==> config.mk <==
export PLATFORM = sky130hd
export DESIGN_NAME = least_squares_line_fit_unit_flat
export DESIGN_NICKNAME = d
export VERILOG_FILES = /design/src/rtl/lslf_pkg.sv /design/src/rtl/lslf_if.sv /design/src/rtl/least_squares_line_fit_unit.sv /design/src/rtl/lslf_arith.sv /design/src/flat_wrapper.sv
export VERILOG_INCLUDE_DIRS = /design/src /design/src/rtl
export SDC_FILE = /design/constraint.sdc
export NUM_CORES = 2
export LEC_CHECK = 0
export BUFFER_PORTS_ARGS = -buffer_cell sky130_fd_sc_hd__buf_2
export CORE_ASPECT_RATIO = 0.7
export CORE_MARGIN = 2
export CORE_UTILIZATION = 60
export CTS_CLUSTER_DIAMETER = 150
export CTS_CLUSTER_SIZE = 20
export DETAILED_ROUTE_END_ITERATION = 10
export PLACE_DENSITY = 0.87
export SLEW_MARGIN = 20
export SYNTH_ARGS = -nofsm -noshare
export SYNTH_HDL_FRONTEND = slang
export SYNTH_HIERARCHICAL = 1
export SYNTH_SLANG_ARGS = --single-unit
==> constraint.sdc <==
create_clock -name clk -period 12.9 [get_ports clk]
set_input_delay 0.645 -clock clk [delete_from_list [all_inputs] [get_ports clk]]
set_output_delay 0.645 -clock clk [all_outputs]
set_load 0.005 [all_outputs]
==> src/rtl/assert_macros.svh <==
// Assertion macros shared by the line-fit RTL.
// Each macro samples on clk and is disabled while rst_n is low.
`ifndef ASSERT_MACROS_SVH
`define ASSERT_MACROS_SVH

// Same-cycle implication.
`define ASSERT_IMPL(label, ante, cons, msg) \
  label: assert property (@(posedge clk) disable iff (!rst_n) (ante) |-> (cons)) \
    else $error(msg);

// Next-cycle implication.
`define ASSERT_NEXT(label, ante, cons, msg) \
  label: assert property (@(posedge clk) disable iff (!rst_n) (ante) |=> (cons)) \
    else $error(msg);

`endif

==> src/rtl/lslf_pkg.sv <==
// Package for the least-squares line-fit unit: sizes, constants, arithmetic unit types.
// No dependencies.
package lslf_pkg;

  localparam int MAX_POINTS  = 1024;
  localparam int SAMPLE_BITS = 16;
  localparam int FRAC_BITS   = 16;
  localparam int OUT_W       = 32;

  localparam int CNT_W  = $clog2(MAX_POINTS + 1);
  localparam int SX_W   = SAMPLE_BITS + CNT_W;
  localparam int SQ_W   = 2 * SAMPLE_BITS + CNT_W - 1;
  localparam int PROD_W = 2 * SAMPLE_BITS;
  localparam int P_W    = SQ_W + SX_W + 1;
  localparam int NUM_W  = P_W + FRAC_BITS;
  localparam int Q_W    = OUT_W + 1;
  localparam int STEP_W = $clog2(NUM_W);
  localparam int OP_W   = 3;

  localparam logic [Q_W-1:0]   NEG_LIM = Q_W'(1) << (OUT_W - 1);
  localparam logic [OUT_W-1:0] RES_MAX = {1'b0, {(OUT_W - 1){1'b1}}};
  localparam logic [OUT_W-1:0] RES_MIN = {1'b1, {(OUT_W - 1){1'b0}}};

  typedef enum logic [2:0] {
    ARITH_IDLE,
    ARITH_CLEAR,
    ARITH_MUL_LOAD,
    ARITH_MUL_STEP,
    ARITH_SAVE_D,
    ARITH_DIV_LOAD,
    ARITH_DIV_STEP
  } arith_cmd_t;

  typedef struct packed {
    arith_cmd_t             cmd;
    logic signed [P_W-1:0]  mcand;
    logic signed [SX_W-1:0] mplier;
    logic                   sub;
  } arith_ctl_t;

  typedef struct packed {
    logic signed [P_W-1:0] acc;
    logic [Q_W-1:0]        quot;
    logic                  qovf;
    logic                  neg;
  } arith_sts_t;

endpackage

==> src/rtl/lslf_if.sv <==
// Point and fit-result channels of the line-fit unit: valid/ready plus payload.
// Depends on lslf_pkg for the sample and result widths.
interface lslf_in_if;
  logic                                   valid;
  logic                                   ready;
  logic signed [lslf_pkg::SAMPLE_BITS-1:0] x_sample;
  logic signed [lslf_pkg::SAMPLE_BITS-1:0] y_sample;
  logic                                   last_point;

  modport source (output valid, x_sample, y_sample, last_point, input ready);
  modport sink   (input valid, x_sample, y_sample, last_point, output ready);
endinterface

interface lslf_out_if;
  logic                             valid;
  logic                             ready;
  logic signed [lslf_pkg::OUT_W-1:0] slope;
  logic signed [lslf_pkg::OUT_W-1:0] intercept;
  logic                             degenerate;
  logic                             overflowed;

  modport source (output valid, slope, intercept, degenerate, overflowed, input ready);
  modport sink   (input valid, slope, intercept, degenerate, overflowed, output ready);
endinterface

==> src/rtl/least_squares_line_fit_unit.sv <==
// Least-squares line fit: accumulates points, then fits slope and intercept in Q16.16.
// Ordinary point: accepted, summed next cycle, then ready again once back in idle.
// Last point: six shift-add products and two restoring divisions run on the one shared
// adder in lslf_arith. Degenerate sets go to the output after the denominator check.
// Synchronous active-low reset clears sums.
// Depends on lslf_pkg, lslf_if, lslf_arith and assert_macros.svh.
`include "assert_macros.svh"

module least_squares_line_fit_unit (
  input  logic              clk,
  input  logic              rst_n,
  lslf_in_if.sink           in_pt,
  lslf_out_if.source        out_fit
);

  localparam int SB  = lslf_pkg::SAMPLE_BITS;
  localparam int CW  = lslf_pkg::CNT_W;
  localparam int XW  = lslf_pkg::SX_W;
  localparam int QQW = lslf_pkg::SQ_W;
  localparam int RW  = lslf_pkg::PROD_W;
  localparam int PW  = lslf_pkg::P_W;
  localparam int NW  = lslf_pkg::NUM_W;
  localparam int QW  = lslf_pkg::Q_W;
  localparam int OW  = lslf_pkg::OUT_W;
  localparam int SW  = lslf_pkg::STEP_W;
  localparam int OPW = lslf_pkg::OP_W;

  localparam logic [OPW-1:0] OP_N_SXX  = 3'd0;
  localparam logic [OPW-1:0] OP_SX_SX  = 3'd1;
  localparam logic [OPW-1:0] OP_N_SXY  = 3'd2;
  localparam logic [OPW-1:0] OP_SX_SY  = 3'd3;
  localparam logic [OPW-1:0] OP_SXX_SY = 3'd4;
  localparam logic [OPW-1:0] OP_SX_SXY = 3'd5;

  typedef enum logic [8:0] {
    S_IDLE  = 9'b000000001,
    S_ACC   = 9'b000000010,
    S_MLOAD = 9'b000000100,
    S_MSTEP = 9'b000001000,
    S_DCHK  = 9'b000010000,
    S_DLOAD = 9'b000100000,
    S_DSTEP = 9'b001000000,
    S_DFIN  = 9'b010000000,
    S_OUT   = 9'b100000000
  } state_t;

  state_t state_r, state_nxt;

  logic [CW-1:0]         count_r;
  logic signed [XW-1:0]  sum_x_r;
  logic signed [XW-1:0]  sum_y_r;
  logic signed [QQW-1:0] sum_xx_r;
  logic signed [QQW-1:0] sum_xy_r;
  logic                  dropped_r;
  logic [OPW-1:0]        op_r;
  logic [SW-1:0]         step_r;
  logic                  sat_r;
  logic                  out_valid_r;

  logic signed [SB-1:0]  x_r;
  logic signed [SB-1:0]  y_r;
  logic signed [RW-1:0]  prod_xx_r;
  logic signed [RW-1:0]  prod_xy_r;
  logic                  last_r;
  logic [OW-1:0]         slope_r;
  logic [OW-1:0]         icpt_r;
  logic                  degen_r;
  logic [OW-1:0]         out_slope_r;
  logic [OW-1:0]         out_icpt_r;
  logic                  out_degen_r;
  logic                  out_ovf_r;

  lslf_pkg::arith_ctl_t  actl;
  lslf_pkg::arith_sts_t  asts;

  logic                  in_fire;
  logic                  out_free;
  logic                  mul_end;
  logic                  div_end;
  logic                  fit_degen;
  logic [QW-1:0]         fin_neg;
  logic                  fin_sat;
  logic [OW-1:0]         fin_val;

  lslf_arith u_arith (
    .clk (clk),
    .ctl (actl),
    .sts (asts)
  );

  assign in_pt.ready = (state_r == S_IDLE);
  assign in_fire     = in_pt.valid && (state_r == S_IDLE);
  assign out_free    = !out_valid_r || out_fit.ready;
  assign mul_end     = (step_r == SW'(XW - 1));
  assign div_end     = (step_r == SW'(NW - 1));
  assign fit_degen   = (count_r < CW'(2)) || (asts.acc == '0);

  always_comb begin
    actl.cmd    = lslf_pkg::ARITH_IDLE;
    actl.mcand  = PW'(sum_xy_r);
    actl.mplier = sum_x_r;
    actl.sub    = 1'b1;
    case (op_r)
      OP_N_SXX: begin
        actl.mcand  = PW'(sum_xx_r);
        actl.mplier = XW'({1'b0, count_r});
        actl.sub    = 1'b0;
      end
      OP_SX_SX: begin
        actl.mcand  = PW'(sum_x_r);
        actl.mplier = sum_x_r;
        actl.sub    = 1'b1;
      end
      OP_N_SXY: begin
        actl.mcand  = PW'(sum_xy_r);
        actl.mplier = XW'({1'b0, count_r});
        actl.sub    = 1'b0;
      end
      OP_SX_SY: begin
        actl.mcand  = PW'(sum_y_r);
        actl.mplier = sum_x_r;
        actl.sub    = 1'b1;
      end
      OP_SXX_SY: begin
        actl.mcand  = PW'(sum_xx_r);
        actl.mplier = sum_y_r;
        actl.sub    = 1'b0;
      end
      default: ;
    endcase
    case (state_r)
      S_ACC:   actl.cmd = lslf_pkg::ARITH_CLEAR;
      S_MLOAD: actl.cmd = lslf_pkg::ARITH_MUL_LOAD;
      S_MSTEP: actl.cmd = lslf_pkg::ARITH_MUL_STEP;
      S_DCHK:  actl.cmd = lslf_pkg::ARITH_SAVE_D;
      S_DLOAD: actl.cmd = lslf_pkg::ARITH_DIV_LOAD;
      S_DSTEP: actl.cmd = lslf_pkg::ARITH_DIV_STEP;
      default: actl.cmd = lslf_pkg::ARITH_IDLE;
    endcase
  end

  always_comb begin
    fin_neg = QW'(0) - asts.quot;
    if (asts.neg) begin
      fin_sat = asts.qovf || (asts.quot > lslf_pkg::NEG_LIM);
      fin_val = fin_sat ? lslf_pkg::RES_MIN : fin_neg[OW-1:0];
    end else begin
      fin_sat = asts.qovf || (asts.quot[QW-1:QW-2] != 2'b00);
      fin_val = fin_sat ? lslf_pkg::RES_MAX : asts.quot[OW-1:0];
    end
  end

  always_comb begin
    state_nxt = state_r;
    case (state_r)
      S_IDLE:  if (in_fire) state_nxt = S_ACC;
      S_ACC:   state_nxt = last_r ? S_MLOAD : S_IDLE;
      S_MLOAD: state_nxt = S_MSTEP;
      S_MSTEP: begin
        if (mul_end) begin
          if (op_r == OP_SX_SX) begin
            state_nxt = S_DCHK;
          end else if (op_r == OP_SX_SY || op_r == OP_SX_SXY) begin
            state_nxt = S_DLOAD;
          end else begin
            state_nxt = S_MLOAD;
          end
        end
      end
      S_DCHK:  state_nxt = fit_degen ? S_OUT : S_MLOAD;
      S_DLOAD: state_nxt = S_DSTEP;
      S_DSTEP: if (div_end) state_nxt = S_DFIN;
      S_DFIN:  state_nxt = (op_r == OP_SXX_SY) ? S_MLOAD : S_OUT;
      S_OUT:   if (out_free) state_nxt = S_IDLE;
      default: state_nxt = S_IDLE;
    endcase
  end

  always_ff @(posedge clk) begin
    if (!rst_n) begin
      state_r     <= S_IDLE;
      count_r     <= '0;
      sum_x_r     <= '0;
      sum_y_r     <= '0;
      sum_xx_r    <= '0;
      sum_xy_r    <= '0;
      dropped_r   <= 1'b0;
      op_r        <= OP_N_SXX;
      step_r      <= '0;
      sat_r       <= 1'b0;
      out_valid_r <= 1'b0;
    end else begin
      state_r <= state_nxt;
      case (state_r)
        S_ACC: begin
          if (count_r < CW'(lslf_pkg::MAX_POINTS)) begin
            count_r  <= count_r + CW'(1);
            sum_x_r  <= sum_x_r + XW'(x_r);
            sum_y_r  <= sum_y_r + XW'(y_r);
            sum_xx_r <= sum_xx_r + QQW'(prod_xx_r);
            sum_xy_r <= sum_xy_r + QQW'(prod_xy_r);
          end else begin
            dropped_r <= 1'b1;
          end
          op_r   <= OP_N_SXX;
          step_r <= '0;
          sat_r  <= 1'b0;
        end
        S_MSTEP: begin
          if (mul_end) begin
            step_r <= '0;
            op_r   <= op_r + OPW'(1);
          end else begin
            step_r <= step_r + SW'(1);
          end
        end
        S_DSTEP: begin
          step_r <= div_end ? '0 : step_r + SW'(1);
        end
        S_DFIN: begin
          sat_r <= sat_r | fin_sat;
        end
        S_OUT: begin
          if (out_free) begin
            count_r   <= '0;
            sum_x_r   <= '0;
            sum_y_r   <= '0;
            sum_xx_r  <= '0;
            sum_xy_r  <= '0;
            dropped_r <= 1'b0;
          end
        end
        default: ;
      endcase
      if (state_r == S_OUT && out_free) begin
        out_valid_r <= 1'b1;
      end else if (out_fit.ready) begin
        out_valid_r <= 1'b0;
      end
    end
  end

  always_ff @(posedge clk) begin
    if (in_fire) begin
      x_r       <= in_pt.x_sample;
      y_r       <= in_pt.y_sample;
      prod_xx_r <= in_pt.x_sample * in_pt.x_sample;
      prod_xy_r <= in_pt.x_sample * in_pt.y_sample;
      last_r    <= in_pt.last_point;
    end
    if (state_r == S_DCHK) begin
      degen_r <= fit_degen;
      if (fit_degen) begin
        slope_r <= '0;
        icpt_r  <= '0;
      end
    end
    if (state_r == S_DFIN) begin
      if (op_r == OP_SXX_SY) begin
        slope_r <= fin_val;
      end else begin
        icpt_r <= fin_val;
      end
    end
    if (state_r == S_OUT && out_free) begin
      out_slope_r <= slope_r;
      out_icpt_r  <= icpt_r;
      out_degen_r <= degen_r;
      out_ovf_r   <= sat_r | dropped_r;
    end
  end

  assign out_fit.valid      = out_valid_r;
  assign out_fit.slope      = out_slope_r;
  assign out_fit.intercept  = out_icpt_r;
  assign out_fit.degenerate = out_degen_r;
  assign out_fit.overflowed = out_ovf_r;

  `ASSERT_IMPL(a_count_bound, 1'b1, count_r <= CW'(lslf_pkg::MAX_POINTS), "point count above limit")
  `ASSERT_IMPL(a_drop_full, $rose(dropped_r), count_r == CW'(lslf_pkg::MAX_POINTS), "drop below limit")
  `ASSERT_NEXT(a_out_stall, state_r == S_OUT && !out_free, state_r == S_OUT, "result lost on stall")
  `ASSERT_NEXT(a_sums_clear, state_r == S_OUT && out_free, count_r == '0 && !dropped_r, "sums not cleared")
  `ASSERT_IMPL(a_degen_zero, out_valid_r && out_degen_r, out_slope_r == '0 && out_icpt_r == '0, "degenerate result not zero")

endmodule

==> src/rtl/lslf_arith.sv <==
// Shared iterative arithmetic unit: shift-add multiply-accumulate and restoring divide,
// both on one wide adder. Depends on lslf_pkg.
module lslf_arith (
  input  logic                 clk,
  input  lslf_pkg::arith_ctl_t ctl,
  output lslf_pkg::arith_sts_t sts
);

  localparam int PW = lslf_pkg::P_W;
  localparam int MW = lslf_pkg::SX_W;
  localparam int NW = lslf_pkg::NUM_W;
  localparam int QW = lslf_pkg::Q_W;

  logic [PW-1:0] acc_r;
  logic [PW-1:0] mcand_r;
  logic [PW-1:0] d_r;
  logic [PW-1:0] rem_r;
  logic [MW-1:0] mplier_r;
  logic [NW-1:0] num_r;
  logic [QW-1:0] quot_r;
  logic          qovf_r;
  logic          neg_r;

  logic [MW-1:0] mplier_mag;
  logic          mul_neg;
  logic [PW-1:0] rem_sh;
  logic [PW-1:0] add_a;
  logic [PW-1:0] add_b;
  logic          add_inv;
  logic [PW:0]   add_sum;
  logic          carry;

  assign mul_neg    = ctl.mplier[MW-1] ^ ctl.sub;
  assign mplier_mag = ctl.mplier[MW-1] ? (~ctl.mplier + MW'(1)) : ctl.mplier;
  assign rem_sh     = {rem_r[PW-2:0], num_r[NW-1]};

  always_comb begin
    add_a   = '0;
    add_b   = '0;
    add_inv = 1'b0;
    case (ctl.cmd)
      lslf_pkg::ARITH_MUL_LOAD: begin
        add_b   = ctl.mcand;
        add_inv = mul_neg;
      end
      lslf_pkg::ARITH_MUL_STEP: begin
        add_a = acc_r;
        add_b = mplier_r[0] ? mcand_r : '0;
      end
      lslf_pkg::ARITH_DIV_LOAD: begin
        add_b   = acc_r;
        add_inv = acc_r[PW-1];
      end
      lslf_pkg::ARITH_DIV_STEP: begin
        add_a   = rem_sh;
        add_b   = d_r;
        add_inv = 1'b1;
      end
      default: ;
    endcase
    add_sum = {1'b0, add_a} + {1'b0, add_b ^ {PW{add_inv}}} + (PW + 1)'(add_inv);
  end

  assign carry = add_sum[PW];

  always_ff @(posedge clk) begin
    case (ctl.cmd)
      lslf_pkg::ARITH_CLEAR: begin
        acc_r <= '0;
      end
      lslf_pkg::ARITH_MUL_LOAD: begin
        mcand_r  <= add_sum[PW-1:0];
        mplier_r <= mplier_mag;
      end
      lslf_pkg::ARITH_MUL_STEP: begin
        acc_r    <= add_sum[PW-1:0];
        mcand_r  <= mcand_r << 1;
        mplier_r <= mplier_r >> 1;
      end
      lslf_pkg::ARITH_SAVE_D: begin
        d_r   <= acc_r;
        acc_r <= '0;
      end
      lslf_pkg::ARITH_DIV_LOAD: begin
        num_r  <= NW'(add_sum[PW-1:0]) << lslf_pkg::FRAC_BITS;
        neg_r  <= acc_r[PW-1];
        rem_r  <= '0;
        quot_r <= '0;
        qovf_r <= 1'b0;
        acc_r  <= '0;
      end
      lslf_pkg::ARITH_DIV_STEP: begin
        rem_r  <= carry ? add_sum[PW-1:0] : rem_sh;
        num_r  <= num_r << 1;
        quot_r <= {quot_r[QW-2:0], carry};
        qovf_r <= qovf_r | quot_r[QW-1];
      end
      default: ;
    endcase
  end

  assign sts.acc  = acc_r;
  assign sts.quot = quot_r;
  assign sts.qovf = qovf_r;
  assign sts.neg  = neg_r;

endmodule
==> src/flat_wrapper.sv <==
// flat-port wrapper written by rule: the top's interface ports become plain ports
module least_squares_line_fit_unit_flat 
  (clk, rst_n, in_pt_valid, in_pt_x_sample, in_pt_y_sample, in_pt_last_point, in_pt_ready, out_fit_valid, out_fit_slope, out_fit_intercept, out_fit_degenerate, out_fit_overflowed, out_fit_ready);
  lslf_in_if in_pt_i ();
  lslf_out_if out_fit_i ();
  input  logic clk;
  input  logic rst_n;
  input wire logic [$bits(in_pt_i.valid)-1:0] in_pt_valid;
  input wire logic [$bits(in_pt_i.x_sample)-1:0] in_pt_x_sample;
  input wire logic [$bits(in_pt_i.y_sample)-1:0] in_pt_y_sample;
  input wire logic [$bits(in_pt_i.last_point)-1:0] in_pt_last_point;
  output wire logic [$bits(in_pt_i.ready)-1:0] in_pt_ready;
  output wire logic [$bits(out_fit_i.valid)-1:0] out_fit_valid;
  output wire logic [$bits(out_fit_i.slope)-1:0] out_fit_slope;
  output wire logic [$bits(out_fit_i.intercept)-1:0] out_fit_intercept;
  output wire logic [$bits(out_fit_i.degenerate)-1:0] out_fit_degenerate;
  output wire logic [$bits(out_fit_i.overflowed)-1:0] out_fit_overflowed;
  input wire logic [$bits(out_fit_i.ready)-1:0] out_fit_ready;
  assign in_pt_i.valid = in_pt_valid;
  assign in_pt_i.x_sample = in_pt_x_sample;
  assign in_pt_i.y_sample = in_pt_y_sample;
  assign in_pt_i.last_point = in_pt_last_point;
  assign in_pt_ready = in_pt_i.ready;
  assign out_fit_valid = out_fit_i.valid;
  assign out_fit_slope = out_fit_i.slope;
  assign out_fit_intercept = out_fit_i.intercept;
  assign out_fit_degenerate = out_fit_i.degenerate;
  assign out_fit_overflowed = out_fit_i.overflowed;
  assign out_fit_i.ready = out_fit_ready;
  least_squares_line_fit_unit u_core (.clk(clk), .rst_n(rst_n), .in_pt(in_pt_i), .out_fit(out_fit_i));
endmodule
# Yosys cells after proc, flatten, opt, wreduce, memory -nomap -nowiden
# Cells that the tools add are included.
dict set report word_totals {
  rom_bits 0
  reg_bits 826
  input_bits 37
  latchBits 0
  wordCells 167
  out_inout_bits 68
  n_memories 0
  mem_bits_rw 0
}
dict set report classes {
  n_addsub 11
  n_mul 2
  bitwise 6
  magnitude_cmp 3
  eq_ne 28
  div_mod_pow 0
  n_mux 61
  n_reduce_logical 24
  shift 0
}
# op n
set ops {}
lappend ops {{98-bit one-hot mux with 5 select lines} 1}
lappend ops {{70-bit one-hot mux with 2 select lines} 3}
lappend ops {{32-bit 2-to-1 mux} 11}
lappend ops {{70-bit one-hot mux with 4 select lines} 1}
lappend ops {{86-bit one-hot mux with 2 select lines} 1}
lappend ops {{42-bit one-hot mux with 2 select lines} 2}
lappend ops {{27-bit one-hot mux with 2 select lines} 3}
lappend ops {{69-bit one-hot mux with 2 select lines} 1}
lappend ops {{42-bit 2-to-1 mux} 3}
lappend ops {{27-bit 2-to-1 mux} 4}
lappend ops {{42-bit by 32-bit adder with 42-bit output} 2}
lappend ops {{9-bit one-hot mux with 9 select lines} 1}
lappend ops {{70-bit by 70-bit adder with 71-bit output} 1}
lappend ops {{71-bit by 1-bit adder with 71-bit output} 1}
lappend ops {{70-bit logical NOT} 1}
lappend ops {{70-bit 2-to-1 mux} 1}
lappend ops {{70-bit XOR} 1}
lappend ops {{69-bit 2-to-1 mux} 1}
lappend ops {{33-bit one-hot mux with 2 select lines} 1}
lappend ops {{16-bit by 16-bit multiplier with 32-bit output} 2}
lappend ops {{9-bit 2-to-1 mux} 7}
lappend ops {{27-bit by 16-bit adder with 27-bit output} 2}
lappend ops {{33-bit by 32-bit greater-than comparator with 1-bit output, second input constant} 1}
lappend ops {{1-bit by 32-bit subtractor with 32-bit output, first input constant} 1}
lappend ops {{other kinds (46)} 82}

# Longest topological paths before layout
dict set report logic_depth {
  depth_word 9
  depth_mapped 30
  depth_no_buf 25
}

# Hierarchy
# The synthesis kept the hierarchy.
# module area_per_inst_um2 cells_each seq_area_each_um2 n_inst
set modules_own_cells {}
lappend modules_own_cells {least_squares_line_fit_unit 40928.0 4439 9569.2 1}
lappend modules_own_cells {lslf_arith 23905.4 2297 12341.8 1}

# Worst setup path after synthesis
# Ideal clock, no wire load.
dict set report synth_timing {
  path_kind {register to register}
  startpoint {register u_core.state_r[5]}
  endpoint {register u_core.u_arith.mcand_r[58] (data pin)}
  required_ps 12632
  setup_ps 268
  path_stages_with_launch 23
  period_less_slack_ps 10471
  n_path_buf 3
  arrival_time_ps 10203
  setup_slack_ps 2429
  cell_sequence {dfxtp_1 -> nor4_1 -> nand2_1 -> o31ai_1 -> buf_2 -> nor2b_1 -> and3_1 -> clkbuf_1 -> clkbuf_1 -> a222oi_1 -> xnor2_1 -> inv_1 -> fa_1 -> nor2b_1 -> o311a_1 -> o2111ai_1 -> a2111o_1 -> a211o_1 -> a31o_2 -> a2111oi_4 -> o21ai_1 -> a21boi_0 -> o31ai_1}
}
# item line_no
set synth_rtl {}
lappend synth_rtl {{start, declared} least_squares_line_fit_unit.sv:47} ;# state_t state_r, state_nxt;
lappend synth_rtl {{start signal, assigned} least_squares_line_fit_unit.sv:193} ;# state_r <= state_nxt;
lappend synth_rtl {{end signal, assigned} lslf_arith.sv:72} ;# mcand_r <= add_sum[PW-1:0];
lappend synth_rtl {{end signal, assigned} lslf_arith.sv:77} ;# mcand_r <= mcand_r << 1;
lappend synth_rtl {{end, declared} lslf_arith.sv:15} ;# logic [PW-1:0] mcand_r;

==> flow_summary_export.csv <==
group,metric,value,unit
run_status,status,"finished with violations",
global_route,track_usage,31.1,%
routing,drt_iter0_drc,7915,
sta,tns,0,ns
logic_synthesis,synthArstFlopShare,0,%
sta,slew_headroom,21.1,%
layout,instances_no_fill,8066,
routing,viasPerCell,6.45,
routing,wl_per_cell,21.5,um
clock_network,numCtsBuffers,46,
sta,tightest_slew,1.18,ns
sta,slew_violations,0,
global_route,grt_start_max_net_pins,180,
worst_setup_path,cp.arrival,9.69,ns
placed_design,place_inst,7979,
sta,hold_viol_final,0,
routing,antenna_left,0,
die,die_w,397,um
sta,clock_skew,0.0507,ns
routing,wirelength,173,mm
power,irDropWorstVdd,476,uV
clock_network,cts_hold_buf,0,
logic_synthesis,ys_seq_elements,808,
clock_network,cts_buffer_depth,3,
logic_synthesis,ys_warn_count,6,
die,die-area,0.111,mm^2
sta,clock.fmax,0.109,GHz
layout,layout_commonest_cell,"nand2_1",
worst_setup_path,crit_required,13.38,ns
placed_design,port_buffers,104,
die,ioPinCount,105,
sta,setup_viol,0,
sta,rsz0062_at_grt,"no",
placed_design,gp_congestion,0.998,
worst_setup_path,worst_r2r_path_depth,22,
sta,min_period,9.21,ns
min_path,holdPathEnd,"u_core/last_r",
worst_setup_path,r2r_slack,3.69,ns
logic_synthesis,syn_inst,6736,
clock_network,clock-sinks,808,
min_path,worstHoldStart,"in_pt_last_point",
global_route,grt_pass1_vias,50668,
logic_synthesis,synth_flop_cell,"edfxtp_1",
worst_setup_path,crit_type,"flop to flop",
routing,dr_total_vias,52014,
layout,drive_gt1_share,5.88,%
clock_network,cts_tree,"yes",
worst_setup_path,startpoint_type,"flop",
global_route,antenna_found_initial,6,
clock_network,post_cts_buffers,0,
worst_setup_path,rr_startpoint,"u_core/state_r[5]",
global_route,grt_pass1_wl,277,mm
run_status,violations,"DRC",
die,initial_core_util,60.7,%
layout,fin_nets,7524,
clock_network,clk_pin_slew,0.09,ns
global_route,grt_overflow,0,
clock_network,cts_max_level,2,
power,p_leak,0.0295,uW
logic_synthesis,avgSynthCellArea,9.62,um^2
logic_synthesis,synthesis.area,0.0648,mm^2
layout,antenna_cells,0,
logic_synthesis,seq_area_frac_synth,33.8,%
routing,drc,1,
clock_network,clockRootBuffer,"clkbuf_16",
logic_synthesis,syn_nets,7660,
die,num_rows,100,
worst_setup_path,cp_max_fo,52,
placed_design,dp_hpwl,125,mm
die,chipHeight,279,um
min_path,holdCritPathClass,"input port to flop",
clock_network,cts_resized,0,
die,core,0.107,mm^2
routing,first_pass_iters,11,
power,power.density,221,mW/mm^2
run,drv_cap,0,
layout,layout_common_cells,"nand2_1 (829), inv_1 (737), edfxtp_1 (573)",
worst_setup_path,end_kind,"flop",
logic_synthesis,synth_cell_types,96,
layout,area_delta_synth_final,4.55,%
min_path,hold_depth,1,
worst_setup_path,r2r-end,"u_core/u_arith/rem_r[64]",
sta,period_share,71.4,%
logic_synthesis,synth-edff-count,573,
clock_network,clk_latency,0.66,ns
==> worst max path at each step <==
stage               slack [ns]         startpoint  cells past startpoint                    endpoint
finish                    3.69  u_core/state_r[5]                     22    u_core/u_arith/rem_r[64]
global route              3.39  u_core/state_r[5]                     22    u_core/u_arith/rem_r[64]
floorplan                 2.43  u_core/state_r[5]                     22  u_core/u_arith/mcand_r[58]
CTS                       4.06  u_core/state_r[5]                     22    u_core/u_arith/rem_r[64]
global placement          4.30  u_core/state_r[5]                     22    u_core/u_arith/rem_r[63]
detailed placement        4.09  u_core/state_r[5]                     22    u_core/u_arith/rem_r[47]
==> cell families (layout without fill, tap and decap cells) <==
family,count (synthesis),after routing,synth area share (%)
adder cells (fa/ha/maj),887,887,22.9
multiplexers,81,81,1.39
AND/OR/NAND/NOR,1940,1940,14.1
AO/OA/AOI/OAI,1580,1580,16.7
XOR/XNOR,349,349,4.71
buffers and inverters,1091,993,6.38
flip-flops,808,808,33.8
==> through the flow <==
stage               setup slack, ns  hold slack (ns)  power (uW)  area [um^2]  utilization (%)
floorplan                      2.43            0.400       10800        64800                -
global placement               4.30            0.415       12700        66400             62.2
detailed placement             4.09            0.419       13200        66400             62.2
CTS                            4.06            0.147       14800        67800             63.5
global route                   3.39            0.161       16200        67800             63.5
finish                         3.69            0.172       15000        67800             63.5
==> Yosys cell counts (233+ instances only) <==
library cell  number  share of area [%]
nand2_1          832                4.8
o21ai_0          349                2.7
a21oi_1          367                2.8
clkbuf_1         306                1.8
edfxtp_1         573                 27
and2_1           238                2.3
ha_1             386                7.4
dfxtp_1          235                7.3
xnor2_1          233                3.1
fa_1             501                 15
inv_1            739                4.3
nor2_1           369                2.1
==> layout make-up <==
class                           instances  area, um^2
Clock inverter                          4        75.1
Inverter                              740        2780
Tap cell                             1428        1790
Sequential cell                       808       21900
Clock buffer                           82        1290
Multi-Input combinational cell       4837       38900
Timing Repair Buffer                  167        1020
Fill cell                            8166       38900
==> metal layers <==
metal | wire, um | global-route usage, % | vias up
met1 | 72500 | 46.4 | 25307
met4 | 4060 | 7.25 | 4
met5 | 22 | 0 | -
li1 | - | - | 23164
met2 | 74300 | 46.0 | 3225
met3 | 22500 | 7.04 | 314
==> registers in the layout, summed over array words and instances, names as in the netlist, 33 cells and up <==
| signal | count |
|---|---|
| u_core/sum_xy_r | 42 |
| u_core/u_arith/quot_r | 33 |
| u_core/sum_xx_r | 42 |
| u_core/u_arith/d_r | 70 |
| u_core/u_arith/num_r | 70 |
| u_core/u_arith/rem_r | 69 |
| u_core/u_arith/acc_r | 70 |
| u_core/u_arith/mcand_r | 70 |
==> power by group <==
part           total (uW)  internal [uW]  switching (uW)
combinational        9930           4020            5920
clock                1580            690             892
sequential           3460           3360            94.6
total               15000           8070            6900
==> critical path, cell delays in order (launching register included) <==
cell,delay [ns]
dfxtp_1,0.38
nor4_1,0.82
nand2_1,0.28
o31ai_2,0.28
buf_4,0.24
nor2b_4,0.67
and3_2,0.61
buf_4,0.65
a222oi_1,0.22
xnor2_1,0.25
inv_1,0.09
fa_1,0.44
nor2b_1,0.19
o311a_1,0.22
o2111ai_1,0.16
a2111o_1,0.54
a211o_1,0.39
nand2_1,0.14
a31oi_1,0.29
o21ai_4,0.69
buf_4,0.65
nand2_1,0.51
o22ai_1,0.27
Power figures use the tool's default switching activity.
